## src/design/bud_pkg.sv

```systemverilog
// Package for the backslash unescape decoder.
// Holds shared constants, the character set codes, the decode result struct
// and the set membership function. It depends on nothing.
package bud_pkg;

	localparam logic [7:0] BACKSLASH = 8'h5C;
	localparam logic [7:0] DOLLAR    = 8'h24;
	localparam logic [7:0] CHR_N     = 8'h6E;
	localparam logic [7:0] CHR_T     = 8'h74;
	localparam logic [7:0] CHR_B     = 8'h62;
	localparam logic [7:0] CHR_ZERO  = 8'h30;
	localparam logic [7:0] CTL_LF    = 8'h0A;
	localparam logic [7:0] CTL_TAB   = 8'h09;
	localparam logic [7:0] CTL_BS    = 8'h08;
	localparam logic [7:0] CTL_NUL   = 8'h00;

	localparam logic REG_CHAR_SET = 1'b0;
	localparam logic REG_MAP_NP   = 1'b1;

	localparam logic [1:0] CHAR_SET_RESET = 2'd0;
	localparam logic       MAP_NP_RESET   = 1'b1;

	typedef enum logic [1:0] {
		SET_SHELL = 2'd0,
		SET_GLOB  = 2'd1,
		SET_REGEX = 2'd2
	} char_set_t;

	typedef struct packed {
		logic       none;
		logic       two;
		logic       set_pending;
		logic [7:0] byte0;
		logic       last0;
		logic [7:0] byte1;
		logic       last1;
	} dec_t;

	function automatic logic is_member(input logic [7:0] b, input logic [1:0] set);
		logic hit;
		hit = 1'b0;
		case (set)
			SET_SHELL: begin
				case (b) inside
					8'h00, 8'h20, 8'h21, 8'h22, 8'h23, 8'h24, 8'h25, 8'h26, 8'h27,
					8'h28, 8'h29, 8'h2A, 8'h3B, 8'h3C, 8'h3E, 8'h3F, 8'h5B, 8'h5C,
					8'h5D, 8'h60, 8'h7B, 8'h7C, 8'h7D: hit = 1'b1;
					default: hit = 1'b0;
				endcase
			end
			SET_GLOB: begin
				case (b) inside
					8'h00, 8'h24, 8'h2A, 8'h3F, 8'h5C: hit = 1'b1;
					default: hit = 1'b0;
				endcase
			end
			default: begin
				case (b) inside
					8'h00, 8'h21, 8'h23, 8'h24, 8'h25, 8'h26, 8'h28, 8'h29, 8'h2A,
					8'h2B, 8'h2E, 8'h3B, 8'h3C, 8'h3E, 8'h3F, 8'h5B, 8'h5C, 8'h5D,
					8'h5E, 8'h60, 8'h7B, 8'h7C, 8'h7D: hit = 1'b1;
					default: hit = 1'b0;
				endcase
			end
		endcase
		return hit;
	endfunction

endpackage

```

## src/design/bud_decode.sv

```systemverilog
// Combinational escape decoder for one registered input item.
// Uses bud_pkg for the constants, the membership function and dec_t.
module bud_decode (
	input  logic              pending,
	input  logic [1:0]        char_set,
	input  logic              map_np,
	input  logic [7:0]        in_byte,
	input  logic              in_last,
	output bud_pkg::dec_t     dec
);

	always_comb begin
		dec             = '0;
		dec.byte0       = in_byte;
		dec.last0       = in_last;
		dec.byte1       = in_byte;
		dec.last1       = in_last;
		if (pending) begin
			if (char_set == bud_pkg::SET_SHELL && in_byte == bud_pkg::DOLLAR) begin
				dec.two   = 1'b1;
				dec.byte0 = bud_pkg::BACKSLASH;
				dec.last0 = 1'b0;
			end else if (map_np && in_byte == bud_pkg::CHR_N) begin
				dec.byte0 = bud_pkg::CTL_LF;
			end else if (map_np && in_byte == bud_pkg::CHR_T) begin
				dec.byte0 = bud_pkg::CTL_TAB;
			end else if (map_np && in_byte == bud_pkg::CHR_B) begin
				dec.byte0 = bud_pkg::CTL_BS;
			end else if (map_np && in_byte == bud_pkg::CHR_ZERO) begin
				dec.byte0 = bud_pkg::CTL_NUL;
			end else if (!bud_pkg::is_member(in_byte, char_set)) begin
				dec.two   = 1'b1;
				dec.byte0 = bud_pkg::BACKSLASH;
				dec.last0 = 1'b0;
			end
		end else if (in_byte == bud_pkg::BACKSLASH && !in_last) begin
			dec.none        = 1'b1;
			dec.set_pending = 1'b1;
		end
	end

endmodule

```

## src/design/bud_out_buf.sv

```systemverilog
// Output register pair that holds the one or two bytes of a decoded item.
// Uses bud_pkg for dec_t; drives the master side of the stream.
module bud_out_buf (
	input  logic              clk,
	input  logic              arst_n,
	input  logic              push,
	input  bud_pkg::dec_t     dec,
	output logic              free,
	output logic              m_tvalid,
	input  logic              m_tready,
	output logic [7:0]        m_tdata,
	output logic              m_tlast
);

	logic       valid_q;
	logic       two_q;
	logic [7:0] byte0_q;
	logic       last0_q;
	logic [7:0] byte1_q;
	logic       last1_q;

	assign free     = !valid_q || (m_tready && !two_q);
	assign m_tvalid = valid_q;
	assign m_tdata  = byte0_q;
	assign m_tlast  = last0_q;

	always_ff @(posedge clk or negedge arst_n) begin
		if (!arst_n) begin
			valid_q <= 1'b0;
			two_q   <= 1'b0;
		end else if (push) begin
			valid_q <= 1'b1;
			two_q   <= dec.two;
		end else if (valid_q && m_tready) begin
			valid_q <= two_q;
			two_q   <= 1'b0;
		end
	end

	always_ff @(posedge clk) begin
		if (push) begin
			byte0_q <= dec.byte0;
			last0_q <= dec.last0;
			byte1_q <= dec.byte1;
			last1_q <= dec.last1;
		end else if (valid_q && m_tready && two_q) begin
			byte0_q <= byte1_q;
			last0_q <= last1_q;
		end
	end

	a_two_needs_valid: assert property (@(posedge clk) disable iff (!arst_n)
		two_q |-> valid_q) else $error("second byte held without a first");

	a_first_of_two_not_last: assert property (@(posedge clk) disable iff (!arst_n)
		two_q |-> !last0_q) else $error("first of two bytes marked last");

	a_second_follows: assert property (@(posedge clk) disable iff (!arst_n)
		valid_q && two_q && m_tready && !push |=> valid_q && !two_q)
		else $error("second byte lost after first was taken");

endmodule

```

## src/design/backslash_unescape_decoder_core.sv

```systemverilog
// Top level of the backslash unescape decoder.
// Instantiates bud_decode and bud_out_buf; uses bud_pkg.
//
// Usage: escaped bytes arrive on the s_ side, one byte per item in s_tdata,
// with s_tlast on the final byte of a string. Unescaped bytes leave on the
// m_ side, with m_tlast on the final byte of the decoded string. An item is
// taken at a clock edge where tvalid and tready are both high.
// An accepted item is held in an input register, decoded, and loaded into the
// output register pair, from which its first byte is offered on the m_ side.
// One item is accepted per cycle while the output pair can take it; an item
// that yields two bytes (a backslash kept before its byte) holds the output
// pair until its second byte is taken. A backslash that opens an escape
// yields no byte. The configuration port (cfg_we, cfg_index, cfg_data)
// writes char_set at index 0 and map_nonprintable at index 1; the user must
// write it only while idle, which the block does not enforce. Reset clears
// the pipeline and the pending backslash and sets char_set to the shell set
// and the non-printable mapping on. When the receiver stalls, the output pair
// and the input register fill and s_tready drops.
module backslash_unescape_decoder_core (
	input  logic        clk,
	input  logic        arst_n,
	input  logic        cfg_we,
	input  logic        cfg_index,
	input  logic [1:0]  cfg_data,
	input  logic        s_tvalid,
	output logic        s_tready,
	input  logic [7:0]  s_tdata,   // in_byte [7:0]
	input  logic        s_tlast,
	output logic        m_tvalid,
	input  logic        m_tready,
	output logic [7:0]  m_tdata,   // out_byte [7:0]
	output logic        m_tlast
);

	logic [1:0]     char_set_q;
	logic           map_np_q;
	logic           pending_q;
	logic           valid_s1;
	logic [7:0]     byte_s1;
	logic           last_s1;
	logic           out_free;
	logic           move_s1;
	logic           push;
	bud_pkg::dec_t  dec;

	assign move_s1  = valid_s1 && (dec.none || out_free);
	assign push     = valid_s1 && !dec.none && out_free;
	assign s_tready = !valid_s1 || move_s1;

	always_ff @(posedge clk or negedge arst_n) begin
		if (!arst_n) begin
			char_set_q <= bud_pkg::CHAR_SET_RESET;
			map_np_q   <= bud_pkg::MAP_NP_RESET;
		end else if (cfg_we) begin
			if (cfg_index == bud_pkg::REG_CHAR_SET) begin
				char_set_q <= cfg_data;
			end else if (cfg_index == bud_pkg::REG_MAP_NP) begin
				map_np_q <= cfg_data[0];
			end
		end
	end

	always_ff @(posedge clk or negedge arst_n) begin
		if (!arst_n) begin
			valid_s1  <= 1'b0;
			pending_q <= 1'b0;
		end else begin
			if (s_tready) begin
				valid_s1 <= s_tvalid;
			end
			if (move_s1) begin
				pending_q <= dec.set_pending;
			end
		end
	end

	always_ff @(posedge clk) begin
		if (s_tready && s_tvalid) begin
			byte_s1 <= s_tdata;
			last_s1 <= s_tlast;
		end
	end

	bud_decode u_decode (
		.pending  (pending_q),
		.char_set (char_set_q),
		.map_np   (map_np_q),
		.in_byte  (byte_s1),
		.in_last  (last_s1),
		.dec      (dec)
	);

	bud_out_buf u_out_buf (
		.clk      (clk),
		.arst_n   (arst_n),
		.push     (push),
		.dec      (dec),
		.free     (out_free),
		.m_tvalid (m_tvalid),
		.m_tready (m_tready),
		.m_tdata  (m_tdata),
		.m_tlast  (m_tlast)
	);

	a_pending_clears: assert property (@(posedge clk) disable iff (!arst_n)
		pending_q && move_s1 |=> !pending_q) else $error("escape left pending");

	a_escape_start_silent: assert property (@(posedge clk) disable iff (!arst_n)
		valid_s1 && dec.set_pending |-> !push) else $error("opening backslash emitted");

	a_pending_only_from_bs: assert property (@(posedge clk) disable iff (!arst_n)
		$rose(pending_q) |-> $past(byte_s1) == bud_pkg::BACKSLASH)
		else $error("pending state corrupted");

endmodule
```

## config.mk

```make
export PLATFORM = sky130hd
export DESIGN_NAME = backslash_unescape_decoder_core
export DESIGN_NICKNAME = d
export VERILOG_FILES = /design/src/design/bud_pkg.sv /design/src/design/bud_decode.sv /design/src/design/bud_out_buf.sv /design/src/design/backslash_unescape_decoder_core.sv
export SDC_FILE = /design/constraint.sdc
export NUM_CORES = 1
export LEC_CHECK = 0
export BUFFER_PORTS_ARGS = -buffer_cell sky130_fd_sc_hd__clkbuf_2
export CORE_MARGIN = 5
export CORE_UTILIZATION = 45
export DETAILED_ROUTE_END_ITERATION = 10
export PLACE_DENSITY = 0.71
export SETUP_SLACK_MARGIN = 0.5
export SYNTH_ARGS = -nofsm -noshare
export SYNTH_HDL_FRONTEND = slang
export SYNTH_SLANG_ARGS = --single-unit
```

## constraint.sdc

```tcl
create_clock -name clk -period 5.9 [get_ports clk]
set_input_delay 0.295 -clock clk [delete_from_list [all_inputs] [get_ports clk]]
set_output_delay 0.295 -clock clk [all_outputs]
set_load 0.005 [all_outputs]
```

==> key figures, run 1 <==
Status
  • Status: finished, final reports clean

Routing
  • Antenna viol nets, final: 0
  • Detail-routed via count per cell: 5.58
  • 1st-iter DRT viols: 143
  • Post-Route WL: 3960 um
  • Avg WL per Cell: 15.4 um
  • DRC viols: 0
  • Vias: 1,439
  • Detailed-router iteration count before antenna repair: 4

STA
  • Fin worst setup slack: 3.04 ns
  • Final Skew: 0.00431 ns
  • Setup TNS: 0 ns
  • Crit share post-route: 0.484
  • Worst-Margin Slew: 0.839 ns
  • Pins Over Slew Limit: 0
  • Fin crit period: 2.86 ns
  • Slew headroom: 0.441
  • RSZ-0062 raised after global routing: false
  • Final hold slack: 0.185 ns
  • Final setup violation count: 0
  • Final Hold Fails: 0
  • Max Fclk: 350 MHz

Yosys
  • Post-synth EDFFs: 27
  • Main synth FF type: edfxtp_1
  • Average size of a mapped cell: 10.6 um^2
  • Post-synth top area share: 0.423
  • #FFs+latches synth: 34
  • Synth cell count leaders: edfxtp_1, nand2_1, nor2_1
  • Synthesized Nets: 198
  • Synth warn: 0
  • Seq/Total Area, Yosys: 0.515
  • Mapped cell area: 1920 um^2
  • Most numerous cell in the Yosys netlist: edfxtp_1
  • Distinct cells, synth: 60
  • Largest area contributor in the netlist: edfxtp_1
  • Synth async-reset ratio: 0.206
  • Synth Instances: 181
  • Top post-synthesis cells by area: edfxtp_1, dfrtp_1, nand2_1, nor2_1, buf_6

Clock network
  • Root buffer cell: clkbuf_8
  • CTS tree: built
  • Setup Buffers After CTS: 0
  • Skew-Pair Late Insertion Delay: 0.28 ns
  • Worst-path clk slew: 0.07 ns
  • CTS buffer count: 5
  • Sink Count: 34
  • Longest Clk Path Bufs: 2
  • Max H-tree Level: 2

Critical path
  • Worst EP required: 5.81 ns
  • R2R Path Start: byte_s1[1]
  • Crit path launch: byte_s1[1]
  • Worst r2r path cells: 5
  • Startpoint types: register
  • FF-to-FF setup slack: 3.04 ns
  • Critical Path Sink: byte_s1[6]
  • Crit path capture type: register
  • FF-to-FF End: byte_s1[6]
  • CP max FO: 20
  • Critical path arrival: 2.77 ns
  • CP max stage delay: 0.64 ns
  • Slowest CP cell: edfxtp_1
  • Critical path class: register to register
  • CP cell instances: or2_0, or4_4, o21ai_1, nor2_1, nor2b_1

Min path
  • Hold/Removal Path Class: input port to register
  • Hold Startpoint: s_tdata[0]

Finish
  • Fin util: 0.527
  • Area growth syn-to-layout: 11.5%
  • Nets: 224
  • Share of cells above drive strength 1: 0.216
  • N_diodes: 0

Pwr
  • Design Power: 0.543 mW
  • PD cells: 254 nW/um^2
  • Leakage power: 0.826 nW
  • Max IR drop VDD: 0.000138 V

Global routing
  • Initial antenna violation count: 0
  • First-pass GRT wire length: 6470 um
  • Pin count of the biggest net entering global routing: 21
  • Vias in the first global route: 1,369
  • GRT Overall Usage: 0.156
  • Total gr overflow: 0

Placed design
  • HPWL after DPL: 2910 um
  • Place WS: 3.00 ns
  • I/O Buffers: 27
  • Final Wtd Congestion: 0.910

Floorplanning
  • Die area: 5660 um^2
  • Die Y: 75.3 um
  • Die width: 75.3 um
  • Rows: 23
  • Initial Util: 0.472
  • Core Area: 4060 um^2
  • I/O pin total: 28

Run
  • Max cap viols: 0
[metal layers]
metal	up-vias	wire length, um	global-route usage
met5	-	0	0
met4	0	112	0.0835
met3	10	239	0.0441
met2	51	1870	0.228
met1	655	1740	0.209
li1	723	-	-
[sequential cells by signal (all words and copies together), names as in the netlist]
signal and count:
u_out_buf.byte1_q 8, u_out_buf.last1_q 1, char_set_q 2, u_out_buf.two_q 1
map_np_q 1, u_out_buf.m_tlast 1, last_s1 1, u_out_buf.m_tvalid 1
pending_q 1, byte_s1 8, u_out_buf.m_tdata 8, valid_s1 1
[per-stage QoR]
step,cell area (um^2),std cells
3_5_place_dp,2050,249
4_1_cts,2140,258
6_report,2140,258
2_1_floorplan,1920,181
5_1_grt,2140,258
3_3_place_gp,2050,249
[worst max-delay path: cells and delay by family (launching register included)]
kind	cells	cell delay [ns]
compound gates	1	0.26
flops	1	0.64
simple gates	4	1.58
[power breakdown]
part	switching, mW	total (mW)	internal, mW
clock	0.0806	0.162	0.0810
combinational	0.0405	0.0749	0.0344
sequential	0.0208	0.307	0.286
total	0.142	0.543	0.401
[cell families (layout without fill, tap and decap cells)]
group	count (synthesis)	after routing	share of synthesized area
XOR/XNOR	2	2	0.00914
AND/OR/NAND/NOR	85	85	0.255
buffers and inverters	19	46	0.0568
AO/OA/AOI/OAI	38	38	0.147
flip-flops	34	34	0.515
multiplexers	3	3	0.0170
[worst min-delay path by stage]
stage,end,cells after the start
after global routing,byte_s1[4],1
after floorplan,char_set_q[0],0
after detailed placement,u_out_buf.two_q,1
after CTS,byte_s1[0],1
final,byte_s1[0],1
after global placement,u_out_buf.two_q,1
[cell type report]
type,count,area [um^2]
fillers,369,1920
clock buffers,6,72.6
well taps,50,62.6
inverters,10,40.0
multi-input cells,128,821
clock inverters,2,8.76
repair buffers,28,145
flip-flops and latches,34,987
[layout by cell type, fill, tap and decap left out, types with 2 or more instances in the layout]
cell type	count
inv_1	9
nor3_1	4
dfrtp_1	6
edfxtp_1	27
mux2_2	2
nor4b_1	2
o41ai_1	2
nor2_1	15
o31ai_1	2
a211oi_1	2
and3_1	2
nand4_1	4
nand2_1	21
nor2b_1	6
nand3b_1	2
clkbuf_2	27
o21ai_0	7
nand2b_1	2
a31oi_1	5
clkbuf_8	5
nor4_1	3
nand3_1	4
and2_1	4
a21oi_1	6
[what timing repair did]
action,in CTS,in global routing
hold buffers,1,0
resized for setup,0,0
hold endpoints to repair,6,0
(Power assumes the default switching activity.)
==> inputs of run 2 (changes only) <==
ABC_AREA = 1   (was not set)
clock period = 2.9 ns   (was 5.9 ns; I/O delays follow)
==> run 2 against run 1 <==
Via count fell by 0.69%. Non-clock buffer count did not move. Clock skew rose by 0.0010 ns. Critical path depth rose by 3. Highest routed layer unchanged.
==> key figures, run 2 <==
Status
  • Status: finished, final reports clean (unchanged)

Clock network
  • Setup Buffers After CTS: 0 (unchanged)
  • Sink Count: 34 (unchanged)
  • Longest Clk Path Bufs: 2 (unchanged)
  • Root buffer cell: clkbuf_8 (unchanged)
  • CTS tree: built (unchanged)
  • CTS buffer count: 5 (unchanged)
  • Max H-tree Level: 2 (unchanged)
  • Skew-Pair Late Insertion Delay: 0.28 ns (about the same)
  • Worst-path clk slew: 0.07 ns (about the same)

Yosys
  • Largest area contributor in the netlist: edfxtp_1 (unchanged)
  • Synth Instances: 217 (was 181)
  • Post-synth EDFFs: 27 (unchanged)
  • Post-synth top area share: 0.439 (was 0.423)
  • Seq/Total Area, Yosys: 0.535 (was 0.515)
  • Simple-gate share of the synthesized area: 0.307 (was 0.255)
  • Mapped cell area: 1850 um^2 (was 1920 um^2)
  • Synth cell count leaders: nand2_1, edfxtp_1, inv_1 (was edfxtp_1, nand2_1, nor2_1)
  • #FFs+latches synth: 34 (unchanged)
  • Compound-Gate Fraction of Synth Area: 0.0698 (was 0.147)
  • Main combinational cell family by area after synthesis: simple AND/OR/NAND/NOR gates (unchanged)
  • Synth warn: 0 (unchanged)
  • Average size of a mapped cell: 8.50 um^2 (was 10.6 um^2)
  • XOR/XNOR Fraction of Synth Area: 0 (was 0.00914)
  • Synthesized Nets: 234 (was 198)
  • Area share of fa/ha/maj cells after synthesis: 0 (unchanged)
  • Synth async-reset ratio: 0.206 (unchanged)
  • Distinct cells, synth: 30 (was 60)
  • Main synth FF type: edfxtp_1 (unchanged)
  • Top post-synthesis cells by area: edfxtp_1, nand2_1, dfrtp_1, inv_1, nor2_1 (was edfxtp_1, dfrtp_1, nand2_1, nor2_1, buf_6)
  • Most numerous cell in the Yosys netlist: nand2_1 (was edfxtp_1)
  • Multiplexer area fraction after synthesis: 0.00610 (was 0.0170)

Placed design
  • Placed cell count: 291 (was 249)
  • Place WS: 0.559 ns (was 3.00 ns)
  • I/O Buffers: 27 (unchanged)
  • Final Wtd Congestion: 1.05 (was 0.910)
  • HPWL after DPL: 2820 um (was 2910 um)

Finish
  • Fill count: 369 (unchanged)
  • Share of cells above drive strength 1: 0.228 (was 0.216)
  • Area growth syn-to-layout: 15.1% (was 11.5%)
  • Nets: 266 (was 224)
  • N_diodes: 0 (unchanged)
  • Most common cell after layout, fill and taps aside: nand2_1
  • Layout Cells excl Fill: 300 (was 258)
  • Most frequent cells in the layout: nand2_1, edfxtp_1, clkbuf_2 (was edfxtp_1, clkbuf_2, nand2_1)

Critical path
  • Critical path class: register to register (unchanged)
  • Worst EP required: 2.83 ns (was 5.81 ns)
  • Startpoint types: register (unchanged)
  • Worst r2r path cells: 8 (was 5)
  • Crit path capture type: register (unchanged)
  • CP max FO: 15 (was 20)
  • Critical path arrival: 1.98 ns (was 2.77 ns)

STA
  • Final Skew: 0.00535 ns (was 0.00431 ns)
  • Pins Over Slew Limit: 0 (unchanged)
  • Worst-Margin Slew: 0.450 ns (was 0.839 ns)
  • Final setup violation count: 0 (unchanged)
  • Fin worst setup slack: 0.847 ns (was 3.04 ns)
  • Setup TNS: 0 ns (unchanged)
  • Slew headroom: 0.700 (was 0.441)
  • Fin crit period: 2.05 ns (was 2.86 ns)
  • Crit share post-route: 0.708 (was 0.484)
  • Final Hold Fails: 0 (unchanged)
  • RSZ-0062 raised after global routing: false (unchanged)
  • Max Fclk: 487 MHz (was 350 MHz)

Global routing
  • First-pass GRT wire length: 6620 um (was 6470 um)
  • Vias in the first global route: 1,465 (was 1,369)
  • GRT Overall Usage: 0.159 (was 0.156)
  • Pin count of the biggest net entering global routing: 16 (was 21)
  • Initial antenna violation count: 0 (unchanged)
  • Total gr overflow: 0 (unchanged)

Routing
  • Detailed-router iteration count before antenna repair: 4 (unchanged)
  • Vias: 1,429 (was 1,439)
  • DRC viols: 0 (unchanged)
  • Antenna viol nets, final: 0 (unchanged)
  • 1st-iter DRT viols: 102 (was 143)
  • Avg WL per Cell: 12.2 um (was 15.4 um)
  • Post-Route WL: 3670 um (was 3960 um)
  • Detail-routed via count per cell: 4.76 (was 5.58)

Run
  • Max cap viols: 0 (unchanged)

Pwr
  • PD cells: 587 nW/um^2 (was 254 nW/um^2)
  • Leakage power: 1.01 nW (was 0.826 nW)
  • Design Power: 1.25 mW (was 0.543 mW)
  • Max IR drop VDD: 0.000283 V (was 0.000138 V)

Floorplanning
  • Die area: 5480 um^2 (was 5660 um^2)
  • Initial Util: 0.461 (was 0.472)
  • Die Y: 74.0 um (was 75.3 um)
  • Rows: 23 (unchanged)
  • I/O pin total: 28 (unchanged)
  • Core Area: 4000 um^2 (was 4060 um^2)
  • Die width: 74.0 um (was 75.3 um)

Min path
  • Hold/Removal Path Class: input port to register (unchanged)
  • Hold depth: 1 (unchanged)
==> run 2: changes by cell type after synthesis, moves of 4 or more <==
cell	previous run	this run
and2_1	4	0
buf_2	4	0
inv_1	9	26
nand2_1	21	74
nand3_1	4	8
nor2_1	15	25
nor2_2	0	4
nor2b_1	6	0
==> run 2: cell families after synthesis <==
kind of cell / count (synthesis)
compound gates: 22
buf+inv: 32
simple gates: 128
mux: 1
flops: 34
==> run 2: what timing repair did <==
item	4_1_cts	5_1_grt
setup endpoints to repair	0	9
hold buffers	1	0
endpoints found under the hold margin	7	0
resized for setup	0	2
==> run 2: area by class of cell <==
| type | instances | area [um^2] | area share |
|---|---|---|---|
| multi-input cells | 151 | 711 | 0.335 |
| clock inverters | 1 | 30.0 | 0.0141 |
| inverters | 29 | 111 | 0.0524 |
| repair buffers | 28 | 145 | 0.0684 |
| clock buffers | 7 | 76.3 | 0.0359 |
| well taps | 50 | 62.6 | 0.0295 |
| flip-flops and latches | 34 | 987 | 0.465 |
==> run 2: final timing paths <==
check / from / to / slack, ns
max in group asynchronous: arst_n / map_np_q / 2.43
max: byte_s1[0] / u_out_buf.m_tdata[0] / 0.85
max reg2reg: byte_s1[0] / u_out_buf.m_tdata[0] / 0.85
min: s_tlast / last_s1 / 0.04
min reg2reg: last_s1 / u_out_buf.last1_q / 0.45
min in group asynchronous: arst_n / valid_s1 / 0.23
==> run 2: through the flow <==
| stage | instance area (um^2) | hold slack (ns) | util |
|---|---|---|---|
| floorplan | 1850 | -0.151 | - |
| global placement | 2000 | -0.00999 | 0.501 |
| detailed placement | 2000 | -0.00445 | 0.501 |
| CTS | 2120 | 0.0270 | 0.530 |
| global route | 2120 | 0.0261 | 0.531 |
| finish | 2120 | 0.0376 | 0.531 |
==> run 2: report_power, final <==
part	total, mW	switching (mW)	internal, mW
logic	0.199	0.126	0.0725
registers	0.632	0.0330	0.599
clock network	0.415	0.158	0.257
total	1.25	0.317	0.928
==> run 2: layer usage <==
layer | GRT usage | routed length, um | part of all wire
met5 | 0 | 0 | 0
met4 | 0.0845 | 94 | 0.026
met3 | 0.0419 | 212 | 0.058
met2 | 0.246 | 1710 | 0.47
met1 | 0.203 | 1650 | 0.45
==> run 2: critical path, cell delays in order (launching register included) <==
cell	delay, ns
edfxtp_1	0.55
nor2_2	0.12
nand2_2	0.10
nor2_2	0.05
nand3_2	0.08
nand2_2	0.08
nor2_4	0.35
inv_4	0.15
o21ai_2	0.22
